[src/sv/assert_macros.svh]
// Assertion macros shared by the sample header parser modules
`ifndef ASSERT_MACROS_SVH
`define ASSERT_MACROS_SVH

// Check a condition at every clock edge outside reset
`define MSH_ASSERT(label, cond) \
  label: assert property (@(posedge clk) disable iff (rst) (cond)) \
    else $error("msh assertion failed");

// Check that a condition implies another in the same cycle
`define MSH_ASSERT_IMPL(label, ante, cons) \
  label: assert property (@(posedge clk) disable iff (rst) (ante) |-> (cons)) \
    else $error("msh assertion failed");

// Check that a condition implies another in the next cycle
`define MSH_ASSERT_NEXT(label, ante, cons) \
  label: assert property (@(posedge clk) disable iff (rst) (ante) |=> (cons)) \
    else $error("msh assertion failed");

`endif

[src/sv/msh_pkg.sv]
// Shared constants and stage records for the sample header parser
package msh_pkg;

  localparam int NAME_BYTES   = 22;
  localparam int VOLUME_LIMIT = 64;
  localparam int HEADER_BYTES = NAME_BYTES + 8;
  localparam int POS_W        = $clog2(HEADER_BYTES);

  localparam int LEN_W  = 16;
  localparam int BYTE_W = 17;
  localparam int FT_W   = 4;
  localparam int VOL_W  = 7;

  localparam logic [7:0]        FINETUNE_MAX    = 8'd15;
  localparam logic [7:0]        VOL_LIMIT       = 8'(VOLUME_LIMIT);
  localparam logic [LEN_W-1:0]  TINY_WORDS      = 16'd1;
  localparam logic [BYTE_W-1:0] MAX_LEN_RESET   = 17'd131070;

  // Byte positions of the fields after the name
  localparam logic [POS_W-1:0] POS_LEN_HI = POS_W'(NAME_BYTES + 0);
  localparam logic [POS_W-1:0] POS_LEN_LO = POS_W'(NAME_BYTES + 1);
  localparam logic [POS_W-1:0] POS_FT     = POS_W'(NAME_BYTES + 2);
  localparam logic [POS_W-1:0] POS_VOL    = POS_W'(NAME_BYTES + 3);
  localparam logic [POS_W-1:0] POS_OFF_HI = POS_W'(NAME_BYTES + 4);
  localparam logic [POS_W-1:0] POS_OFF_LO = POS_W'(NAME_BYTES + 5);
  localparam logic [POS_W-1:0] POS_REP_HI = POS_W'(NAME_BYTES + 6);
  localparam logic [POS_W-1:0] POS_LAST   = POS_W'(HEADER_BYTES - 1);

  // Raw fields of one complete header
  typedef struct packed {
    logic [LEN_W-1:0] len;
    logic [7:0]       ft;
    logic [7:0]       vol;
    logic [LEN_W-1:0] off;
    logic [LEN_W-1:0] rep;
  } rec_t;

  // Fields after clamping and the offset fixup
  typedef struct packed {
    logic [LEN_W-1:0] len;
    logic [FT_W-1:0]  ft;
    logic [VOL_W-1:0] vol;
    logic [LEN_W-1:0] off;
    logic [LEN_W-1:0] rep;
  } fix_t;

endpackage

[src/sv/msh_ifs.sv]
// Channel interfaces for header bytes, results and configuration writes

interface msh_byte_if ();
  logic       valid;
  logic       ready;
  logic [7:0] header_byte;
  logic       header_start;
  modport source (output valid, header_byte, header_start, input ready);
  modport sink   (input valid, header_byte, header_start, output ready);
endinterface

interface msh_result_if ();
  logic        valid;
  logic        ready;
  logic [16:0] sample_length;
  logic [3:0]  finetune;
  logic [6:0]  volume;
  logic [16:0] repeat_offset;
  logic [16:0] repeat_length;
  logic        sample_present;
  logic        too_long;
  modport source (output valid, sample_length, finetune, volume, repeat_offset,
                  repeat_length, sample_present, too_long, input ready);
  modport sink   (input valid, sample_length, finetune, volume, repeat_offset,
                  repeat_length, sample_present, too_long, output ready);
endinterface

interface msh_cfg_if ();
  logic        valid;
  logic        ready;
  logic [16:0] data;
  modport source (output valid, data, input ready);
  modport sink   (input valid, data, output ready);
endinterface

[src/sv/mod_sample_header_parser_unit.sv]
// A result passes the record, fixup and result registers after the last header byte is accepted.
// Throughput: one header byte per cycle, one result per 30 bytes, no stall
// while the result sink keeps up; each stage is a one-entry register.
// Configuration writes are taken in any cycle.
// Reset (synchronous, rst high) clears the byte position, the pipeline valids
// and sets the length limit to 131070.
module mod_sample_header_parser_unit (
  input  logic         clk,
  input  logic         rst,
  msh_byte_if.sink     hdr,
  msh_result_if.source res,
  msh_cfg_if.sink      cfg
);
  import msh_pkg::*;

  logic [BYTE_W-1:0] len_limit;
  logic              rec_valid;
  logic              rec_ready;
  rec_t              rec;
  logic              fix_valid;
  logic              fix_ready;
  fix_t              fix;

  // Configuration register
  assign cfg.ready = 1'b1;

  always_ff @(posedge clk) begin
    if (rst) begin
      len_limit <= MAX_LEN_RESET;
    end else if (cfg.valid && cfg.ready) begin
      len_limit <= cfg.data;
    end
  end

  msh_collect u_collect (
    .clk          (clk),
    .rst          (rst),
    .in_valid     (hdr.valid),
    .in_ready     (hdr.ready),
    .header_byte  (hdr.header_byte),
    .header_start (hdr.header_start),
    .rec_valid    (rec_valid),
    .rec_ready    (rec_ready),
    .rec          (rec)
  );

  msh_fixup u_fixup (
    .clk       (clk),
    .rst       (rst),
    .rec_valid (rec_valid),
    .rec_ready (rec_ready),
    .rec       (rec),
    .fix_valid (fix_valid),
    .fix_ready (fix_ready),
    .fix       (fix)
  );

  msh_emit u_emit (
    .clk       (clk),
    .rst       (rst),
    .fix_valid (fix_valid),
    .fix_ready (fix_ready),
    .fix       (fix),
    .len_limit (len_limit),
    .res       (res)
  );

endmodule

[src/sv/msh_collect.sv]
// Byte position tracking and field capture for one header
`include "assert_macros.svh"

module msh_collect (
  input  logic          clk,
  input  logic          rst,
  input  logic          in_valid,
  output logic          in_ready,
  input  logic [7:0]    header_byte,
  input  logic          header_start,
  output logic          rec_valid,
  input  logic          rec_ready,
  output msh_pkg::rec_t rec
);
  import msh_pkg::*;

  logic [POS_W-1:0] byte_position;
  logic [POS_W-1:0] pos_base;
  logic [POS_W-1:0] pos;
  logic [LEN_W-1:0] length_words;
  logic [7:0]       finetune_raw;
  logic [7:0]       volume_raw;
  logic [LEN_W-1:0] offset_words;
  logic [7:0]       repeat_words_high;
  logic             fire;
  logic             fire_last;
  logic             stage_ready;

  // Restart on a start mark, wrap past the header end
  assign pos_base  = header_start ? '0 : byte_position;
  assign pos       = (32'(pos_base) >= HEADER_BYTES) ? '0 : pos_base;

  assign stage_ready = !rec_valid || rec_ready;
  assign in_ready    = stage_ready;
  assign fire        = in_valid && in_ready;
  assign fire_last   = fire && (pos == POS_LAST);

  // Advance position and capture field words
  always_ff @(posedge clk) begin
    if (rst) begin
      byte_position     <= '0;
      length_words      <= '0;
      finetune_raw      <= '0;
      volume_raw        <= '0;
      offset_words      <= '0;
      repeat_words_high <= '0;
    end else if (fire) begin
      byte_position <= (pos == POS_LAST) ? '0 : pos + 1'b1;
      case (pos)
        POS_LEN_HI: length_words[15:8] <= header_byte;
        POS_LEN_LO: length_words[7:0]  <= header_byte;
        POS_FT:     finetune_raw       <= header_byte;
        POS_VOL:    volume_raw         <= header_byte;
        POS_OFF_HI: offset_words[15:8] <= header_byte;
        POS_OFF_LO: offset_words[7:0]  <= header_byte;
        POS_REP_HI: repeat_words_high  <= header_byte;
        default: ;
      endcase
    end
  end

  // Hold the finished record until the next stage takes it
  always_ff @(posedge clk) begin
    if (rst) begin
      rec_valid <= 1'b0;
    end else if (stage_ready) begin
      rec_valid <= fire_last;
    end
  end

  always_ff @(posedge clk) begin
    if (fire_last) begin
      rec.len <= length_words;
      rec.ft  <= finetune_raw;
      rec.vol <= volume_raw;
      rec.off <= offset_words;
      rec.rep <= {repeat_words_high, header_byte};
    end
  end

  `MSH_ASSERT(a_pos_range, 32'(byte_position) < HEADER_BYTES)
  `MSH_ASSERT_IMPL(a_rec_from_last, $rose(rec_valid), $past(fire_last))

endmodule

[src/sv/msh_fixup.sv]
// Offset halving fixup, zeroing of out-of-range finetune and volume clamping
`include "assert_macros.svh"

module msh_fixup (
  input  logic          clk,
  input  logic          rst,
  input  logic          rec_valid,
  output logic          rec_ready,
  input  msh_pkg::rec_t rec,
  output logic          fix_valid,
  input  logic          fix_ready,
  output msh_pkg::fix_t fix
);
  import msh_pkg::*;

  logic [LEN_W:0]   span;
  logic [LEN_W:0]   len_plus;
  logic             halve;
  fix_t             fix_next;
  logic             stage_ready;

  // Halve an offset whose loop is empty or runs past the end
  assign span     = {1'b0, rec.rep} + {1'b0, rec.off};
  assign len_plus = {1'b0, rec.len} + 17'd1;
  assign halve    = (span == '0) || (span > len_plus);

  always_comb begin
    fix_next.len = rec.len;
    fix_next.rep = rec.rep;
    fix_next.off = halve ? (rec.off >> 1) : rec.off;
    fix_next.ft  = (rec.ft > FINETUNE_MAX) ? '0 : rec.ft[FT_W-1:0];
    fix_next.vol = (rec.vol > VOL_LIMIT) ? VOL_LIMIT[VOL_W-1:0] : rec.vol[VOL_W-1:0];
  end

  assign stage_ready = !fix_valid || fix_ready;
  assign rec_ready   = stage_ready;

  // Advance the stage when the next one can take it
  always_ff @(posedge clk) begin
    if (rst) begin
      fix_valid <= 1'b0;
    end else if (stage_ready) begin
      fix_valid <= rec_valid;
    end
  end

  always_ff @(posedge clk) begin
    if (stage_ready && rec_valid) begin
      fix <= fix_next;
    end
  end

  `MSH_ASSERT_NEXT(a_fix_hold, fix_valid && !fix_ready, fix_valid && $stable(fix))
  `MSH_ASSERT_IMPL(a_vol_limit, fix_valid, 32'(fix.vol) <= VOLUME_LIMIT)

endmodule

[src/sv/msh_emit.sv]
// Repeat trimming, byte conversion, flags and the result register
`include "assert_macros.svh"

module msh_emit (
  input  logic                        clk,
  input  logic                        rst,
  input  logic                        fix_valid,
  output logic                        fix_ready,
  input  msh_pkg::fix_t               fix,
  input  logic [msh_pkg::BYTE_W-1:0]  len_limit,
  msh_result_if.source                res
);
  import msh_pkg::*;

  logic [LEN_W:0]    span;
  logic [LEN_W-1:0]  rep_w;
  logic [BYTE_W-1:0] len_b;
  logic              present;
  logic              stage_ready;
  logic [BYTE_W:0]   out_span;

  // Trim the repeat to the sample end, drop it when the offset is past the end
  assign span = {1'b0, fix.rep} + {1'b0, fix.off};

  always_comb begin
    if (fix.off > fix.len) begin
      rep_w = '0;
    end else if (span > {1'b0, fix.len}) begin
      rep_w = fix.len - fix.off;
    end else begin
      rep_w = fix.rep;
    end
  end

  assign len_b   = {fix.len, 1'b0};
  assign present = fix.len > TINY_WORDS;

  assign stage_ready = !res.valid || res.ready;
  assign fix_ready   = stage_ready;

  // Hold the result until the sink takes it
  always_ff @(posedge clk) begin
    if (rst) begin
      res.valid <= 1'b0;
    end else if (stage_ready) begin
      res.valid <= fix_valid;
    end
  end

  always_ff @(posedge clk) begin
    if (stage_ready && fix_valid) begin
      res.sample_length  <= len_b;
      res.finetune       <= fix.ft;
      res.volume         <= fix.vol;
      res.repeat_offset  <= {fix.off, 1'b0};
      res.repeat_length  <= (rep_w <= TINY_WORDS) ? '0 : {rep_w, 1'b0};
      res.sample_present <= present;
      res.too_long       <= present && (len_b > len_limit);
    end
  end

  assign out_span = {1'b0, res.repeat_offset} + {1'b0, res.repeat_length};

  `MSH_ASSERT_IMPL(a_loop_inside, res.valid && res.repeat_length != '0, out_span <= {1'b0, res.sample_length})
  `MSH_ASSERT_IMPL(a_long_present, res.valid && res.too_long, res.sample_present)

endmodule
[src/flat_wrapper.sv]
// flat-port wrapper written by rule: the top's interface ports become plain ports
module mod_sample_header_parser_unit_flat import msh_pkg::*;
  (clk, rst, hdr_valid, hdr_header_byte, hdr_header_start, hdr_ready, res_valid, res_sample_length, res_finetune, res_volume, res_repeat_offset, res_repeat_length, res_sample_present, res_too_long, res_ready, cfg_valid, cfg_data, cfg_ready);
  msh_byte_if hdr_i ();
  msh_result_if res_i ();
  msh_cfg_if cfg_i ();
  input  logic clk;
  input  logic rst;
  input wire logic [$bits(hdr_i.valid)-1:0] hdr_valid;
  input wire logic [$bits(hdr_i.header_byte)-1:0] hdr_header_byte;
  input wire logic [$bits(hdr_i.header_start)-1:0] hdr_header_start;
  output wire logic [$bits(hdr_i.ready)-1:0] hdr_ready;
  output wire logic [$bits(res_i.valid)-1:0] res_valid;
  output wire logic [$bits(res_i.sample_length)-1:0] res_sample_length;
  output wire logic [$bits(res_i.finetune)-1:0] res_finetune;
  output wire logic [$bits(res_i.volume)-1:0] res_volume;
  output wire logic [$bits(res_i.repeat_offset)-1:0] res_repeat_offset;
  output wire logic [$bits(res_i.repeat_length)-1:0] res_repeat_length;
  output wire logic [$bits(res_i.sample_present)-1:0] res_sample_present;
  output wire logic [$bits(res_i.too_long)-1:0] res_too_long;
  input wire logic [$bits(res_i.ready)-1:0] res_ready;
  input wire logic [$bits(cfg_i.valid)-1:0] cfg_valid;
  input wire logic [$bits(cfg_i.data)-1:0] cfg_data;
  output wire logic [$bits(cfg_i.ready)-1:0] cfg_ready;
  assign hdr_i.valid = hdr_valid;
  assign hdr_i.header_byte = hdr_header_byte;
  assign hdr_i.header_start = hdr_header_start;
  assign hdr_ready = hdr_i.ready;
  assign res_valid = res_i.valid;
  assign res_sample_length = res_i.sample_length;
  assign res_finetune = res_i.finetune;
  assign res_volume = res_i.volume;
  assign res_repeat_offset = res_i.repeat_offset;
  assign res_repeat_length = res_i.repeat_length;
  assign res_sample_present = res_i.sample_present;
  assign res_too_long = res_i.too_long;
  assign res_i.ready = res_ready;
  assign cfg_i.valid = cfg_valid;
  assign cfg_i.data = cfg_data;
  assign cfg_ready = cfg_i.ready;
  mod_sample_header_parser_unit u_core (.clk(clk), .rst(rst), .hdr(hdr_i), .res(res_i), .cfg(cfg_i));
endmodule
[config.mk]
export PLATFORM = sky130hd
export DESIGN_NAME = mod_sample_header_parser_unit_flat
export DESIGN_NICKNAME = d
export VERILOG_FILES = /design/src/sv/msh_pkg.sv /design/src/sv/msh_ifs.sv /design/src/sv/mod_sample_header_parser_unit.sv /design/src/sv/msh_collect.sv /design/src/sv/msh_fixup.sv /design/src/sv/msh_emit.sv /design/src/flat_wrapper.sv
export VERILOG_INCLUDE_DIRS = /design/src /design/src/sv
export SDC_FILE = /design/constraint.sdc
export NUM_CORES = 1
export LEC_CHECK = 0
export ABC_AREA = 1
export BUFFER_PORTS_ARGS = -buffer_cell sky130_fd_sc_hd__clkbuf_2
export CORE_ASPECT_RATIO = 1.4
export CORE_MARGIN = 8
export CORE_UTILIZATION = 30
export CTS_BUF_LIST = sky130_fd_sc_hd__clkbuf_4 sky130_fd_sc_hd__clkbuf_8 sky130_fd_sc_hd__clkbuf_16
export DETAILED_ROUTE_END_ITERATION = 10
export PLACE_DENSITY = 0.48
export SLEW_MARGIN = 20
export SYNTH_ARGS = -nofsm -noshare
export SYNTH_HDL_FRONTEND = slang
export SYNTH_HIERARCHICAL = 1
export SYNTH_SLANG_ARGS = --single-unit
[constraint.sdc]
create_clock -name clk -period 5.6 [get_ports clk]
set_input_delay 1.12 -clock clk [delete_from_list [all_inputs] [get_ports clk]]
set_output_delay 1.12 -clock clk [all_outputs]
set_load 0.02 [all_outputs]
==> flow_metrics.py <==
metrics = {
    "grt": {
        "grt_overflow": 0,
        "antenna_found_initial": 0,
        "grt_pass1_vias": 10500,
        "grtUsageTotal": 0.133,
        "grt_max_degree": 65,
        "grt_pass1_wl_um": 56400,
    },
    "hold_path": {
        "min_path_type": "reg2reg",
        "min-delay-start": "u_core/u_fixup/fix[32]",
    },
    "yosys": {
        "synth_warnings": 6,
        "synth-seq-cells": 265,
        "syn_area_mm2": 0.0140,
        "async_flop_share": 0,
        "ys.flop_type": "edfxtp_1",
        "postSynthCellCount": 1522,
        "ys_seq_area_frac": 0.511,
        "synth.area.top_cells": "edfxtp_1 40%, dfxtp_1 12%, ha_1 9.1%",
        "yosys.area.top_type": "edfxtp_1",
        "synth_edf_count": 184,
        "synth.top_cell.area_share": 0.395,
        "avgSynthCellArea_um2": 9.19,
        "synth_cell_type_count": 56,
    },
    "worst_setup_path": {
        "cp.arrival_ns": 4.40,
        "rr_startpoint": "u_core/u_fixup/fix[16]",
        "setup.worst_path.end_class": "flip-flop",
        "critPathCapture": "u_core/u_emit/res.repeat_length[1]",
        "r2r-end": "u_core/u_emit/res.repeat_length[1]",
        "path_class": "reg2reg",
        "r2r_cells": 28,
        "cpPeakStageDelay_ns": 0.38,
        "cp_common_cell": "nand2_1",
        "cp_max_fo": 17,
        "cp-startpoint": "u_core/u_fixup/fix[16]",
        "regToRegSetupSlack_ns": 1.49,
        "critPathLaunchType": "flip-flop",
        "slowest_stage": "edfxtp_1",
        "worstPathRequired_ns": 5.89,
    },
    "placed_design": {
        "portBuffers": 93,
        "gp_congestion": 0.897,
        "postPlaceCellArea_mm2": 0.0151,
        "dpl.cell_count": 2215,
        "dp_hpwl_um": 28300,
    },
    "route": {
        "drt_iter0_markers": 409,
        "routed_via_density": 4.55,
        "vias": 10300,
        "drcViolationCount": 0,
        "ant_nets": 0,
        "totalWireLength_um": 36000,
        "drt_first_pass_iters": 5,
        "wl_per_cell_um": 15.9,
    },
    "sta": {
        "hold_viol": 0,
        "timing.final.crit_share": 0.734,
        "slew_violations": 0,
        "rsz0062_at_grt": "no",
        "setup-violations-final": 0,
        "finalCriticalPeriod_ns": 4.11,
        "tightest_slew_ns": 0.847,
        "max_slew_margin": 0.435,
        "fin_setup_tns_ns": 0,
        "fmax_mhz": 243,
        "finClkSkew_ns": 0.0117,
    },
    "final_layout": {
        "drive_gt1_frac": 0.149,
        "finalNonFillerCells": 2268,
        "fillCellCount": 4812,
        "num_antenna_cells": 0,
        "nets": 1765,
        "design_area_mm2": 0.0161,
        "final_common_cell": "nand2_1",
        "area_growth_pct": 14.9,
        "layout_common_cells": "288 x nand2_1, 219 x inv_1, 184 x edfxtp_1",
        "utilization": 0.349,
    },
    "floorplanning": {
        "die_y_um": 271,
        "pin_count": 98,
        "die_area_mm2": 0.0539,
        "die_w_um": 198,
        "coreArea_mm2": 0.0461,
        "row_count": 93,
        "initial_utilization": 0.304,
    },
    "clocking": {
        "h-tree-depth": 1,
        "hold_buffers": 0,
        "post-cts-setup-buffers": 0,
        "cts_buffer_depth": 3,
        "cts_tree": "built",
        "cts-root-buf": "clkbuf_16",
        "clkSlewWorstSetupHoldPaths_ns": 0.06,
        "cts-buffers-inserted": 29,
        "post_cts_resize_count": 0,
        "cts.sinks": 265,
        "clkLatencyLatePin_ns": 0.55,
    },
    "status": {
        "status": "finished clean",
    },
    "power_and_ir_drop": {
        "ir_drop_v": 0.000214,
        "power_mw": 4.12,
        "power_leakage_nw": 7.29,
        "power_density_mw_per_mm2": 256,
    },
    "flow_run": {
        "cap_violations": 0,
    },
}
cells in the mapped netlist, types with 5 or more instances:
library cell	n
nand4_1	20
nand3_1	93
nor2_1	179
clkbuf_1	6
buf_4	7
edfxtp_1	184
nor2_2	7
inv_1	220
buf_6	5
nand3b_1	7
nand2_1	288
nand3_2	17
nor4_1	8
xor2_1	29
a21oi_1	71
nor3_1	13
dfxtp_1	81
o21ai_0	70
xnor2_1	12
inv_2	14
nand2_2	35
ha_1	102
layer usage:
metal  vias up  GRT usage  routed length, um
li1       5250          -                  -
met1      4778      0.142              14100
met2       212      0.248              18600
met3        86     0.0196               1470
met4         0     0.0666               1820
met5         -          0                  0
area by class of cell:
class / count / area, um^2 / share of cell area
timing repair buffer: 98 / 503 / 0.0313
multi-input combinational: 999 / 5780 / 0.359
tap: 617 / 772 / 0.0480
clock buffer: 44 / 863 / 0.0537
sequential: 265 / 7150 / 0.445
inverter: 236 / 890 / 0.0553
clock inverter: 9 / 124 / 0.00771
critical path, delay by kind of cell (launching register included):
family,cells,cell delay (ns)
simple gates,21,2.07
fa+ha+maj,3,0.89
xor+xnor,1,0.11
compound gates,2,0.36
flops,1,0.38
buf+inv,1,0.06
logic make-up after synthesis:
group	after synthesis	synth area share
other	2	0.000537
buffers and inverters	260	0.0782
xor gates and xnor gates	41	0.0257
adders and majority gates	105	0.0955
DFF	265	0.511
and+or+nand+nor	684	0.223
AOI/OAI and AO/OA	165	0.0661
report_power, final:
group	internal (mW)	switching (mW)	total (mW)
registers	2.08	0.00618	2.08
clock network	1.20	0.758	1.95
logic	0.0253	0.0572	0.0825
total	3.30	0.821	4.12
how the worst min path moves through the flow:
| stage | slack, ns | cells after the start | end |
|---|---|---|---|
| detailed placement | 0.41 | 0 | u_core/u_emit/res.volume[5] |
| global placement | 0.41 | 0 | u_core/u_emit/res.finetune[2] |
| floorplan | 0.40 | 0 | u_core/u_emit/res.finetune[0] |
| global route | 0.42 | 0 | u_core/u_emit/res.volume[0] |
| finish | 0.42 | 0 | u_core/u_emit/res.volume[0] |
| CTS | 0.42 | 0 | u_core/u_emit/res.volume[5] |
sequential cells by signal, summed over array words and instances, names as in the netlist:
| name | cells |
|---|---|
| u_core/u_emit/res.volume | 7 |
| u_core/u_emit/res.valid | 1 |
| u_core/u_collect/length_words | 16 |
| u_core/u_emit/res.repeat_offset | 16 |
| u_core/u_fixup/fix | 59 |
| u_core/u_collect/repeat_words_high | 8 |
| u_core/u_collect/finetune_raw | 8 |
| u_core/u_collect/rec | 64 |
| u_core/len_limit | 17 |
| u_core/u_collect/rec_valid | 1 |
| u_core/u_emit/res.finetune | 4 |
| u_core/u_emit/res.too_long | 1 |
| u_core/u_fixup/fix_valid | 1 |
| u_core/u_emit/res.sample_length | 16 |
| u_core/u_collect/volume_raw | 8 |
| u_core/u_collect/offset_words | 16 |
| u_core/u_emit/res.sample_present | 1 |
| u_core/u_collect/byte_position | 5 |
| u_core/u_emit/res.repeat_length | 16 |
through the flow:
step	hold WS, ns	setup slack, ns
after global placement	0.407	1.53
after global routing	0.420	0.935
final	0.416	1.49
after CTS	0.417	1.46
after floorplan	0.400	0.975
after detailed placement	0.407	1.48
No activity file was read; power rests on OpenSTA's default activity.
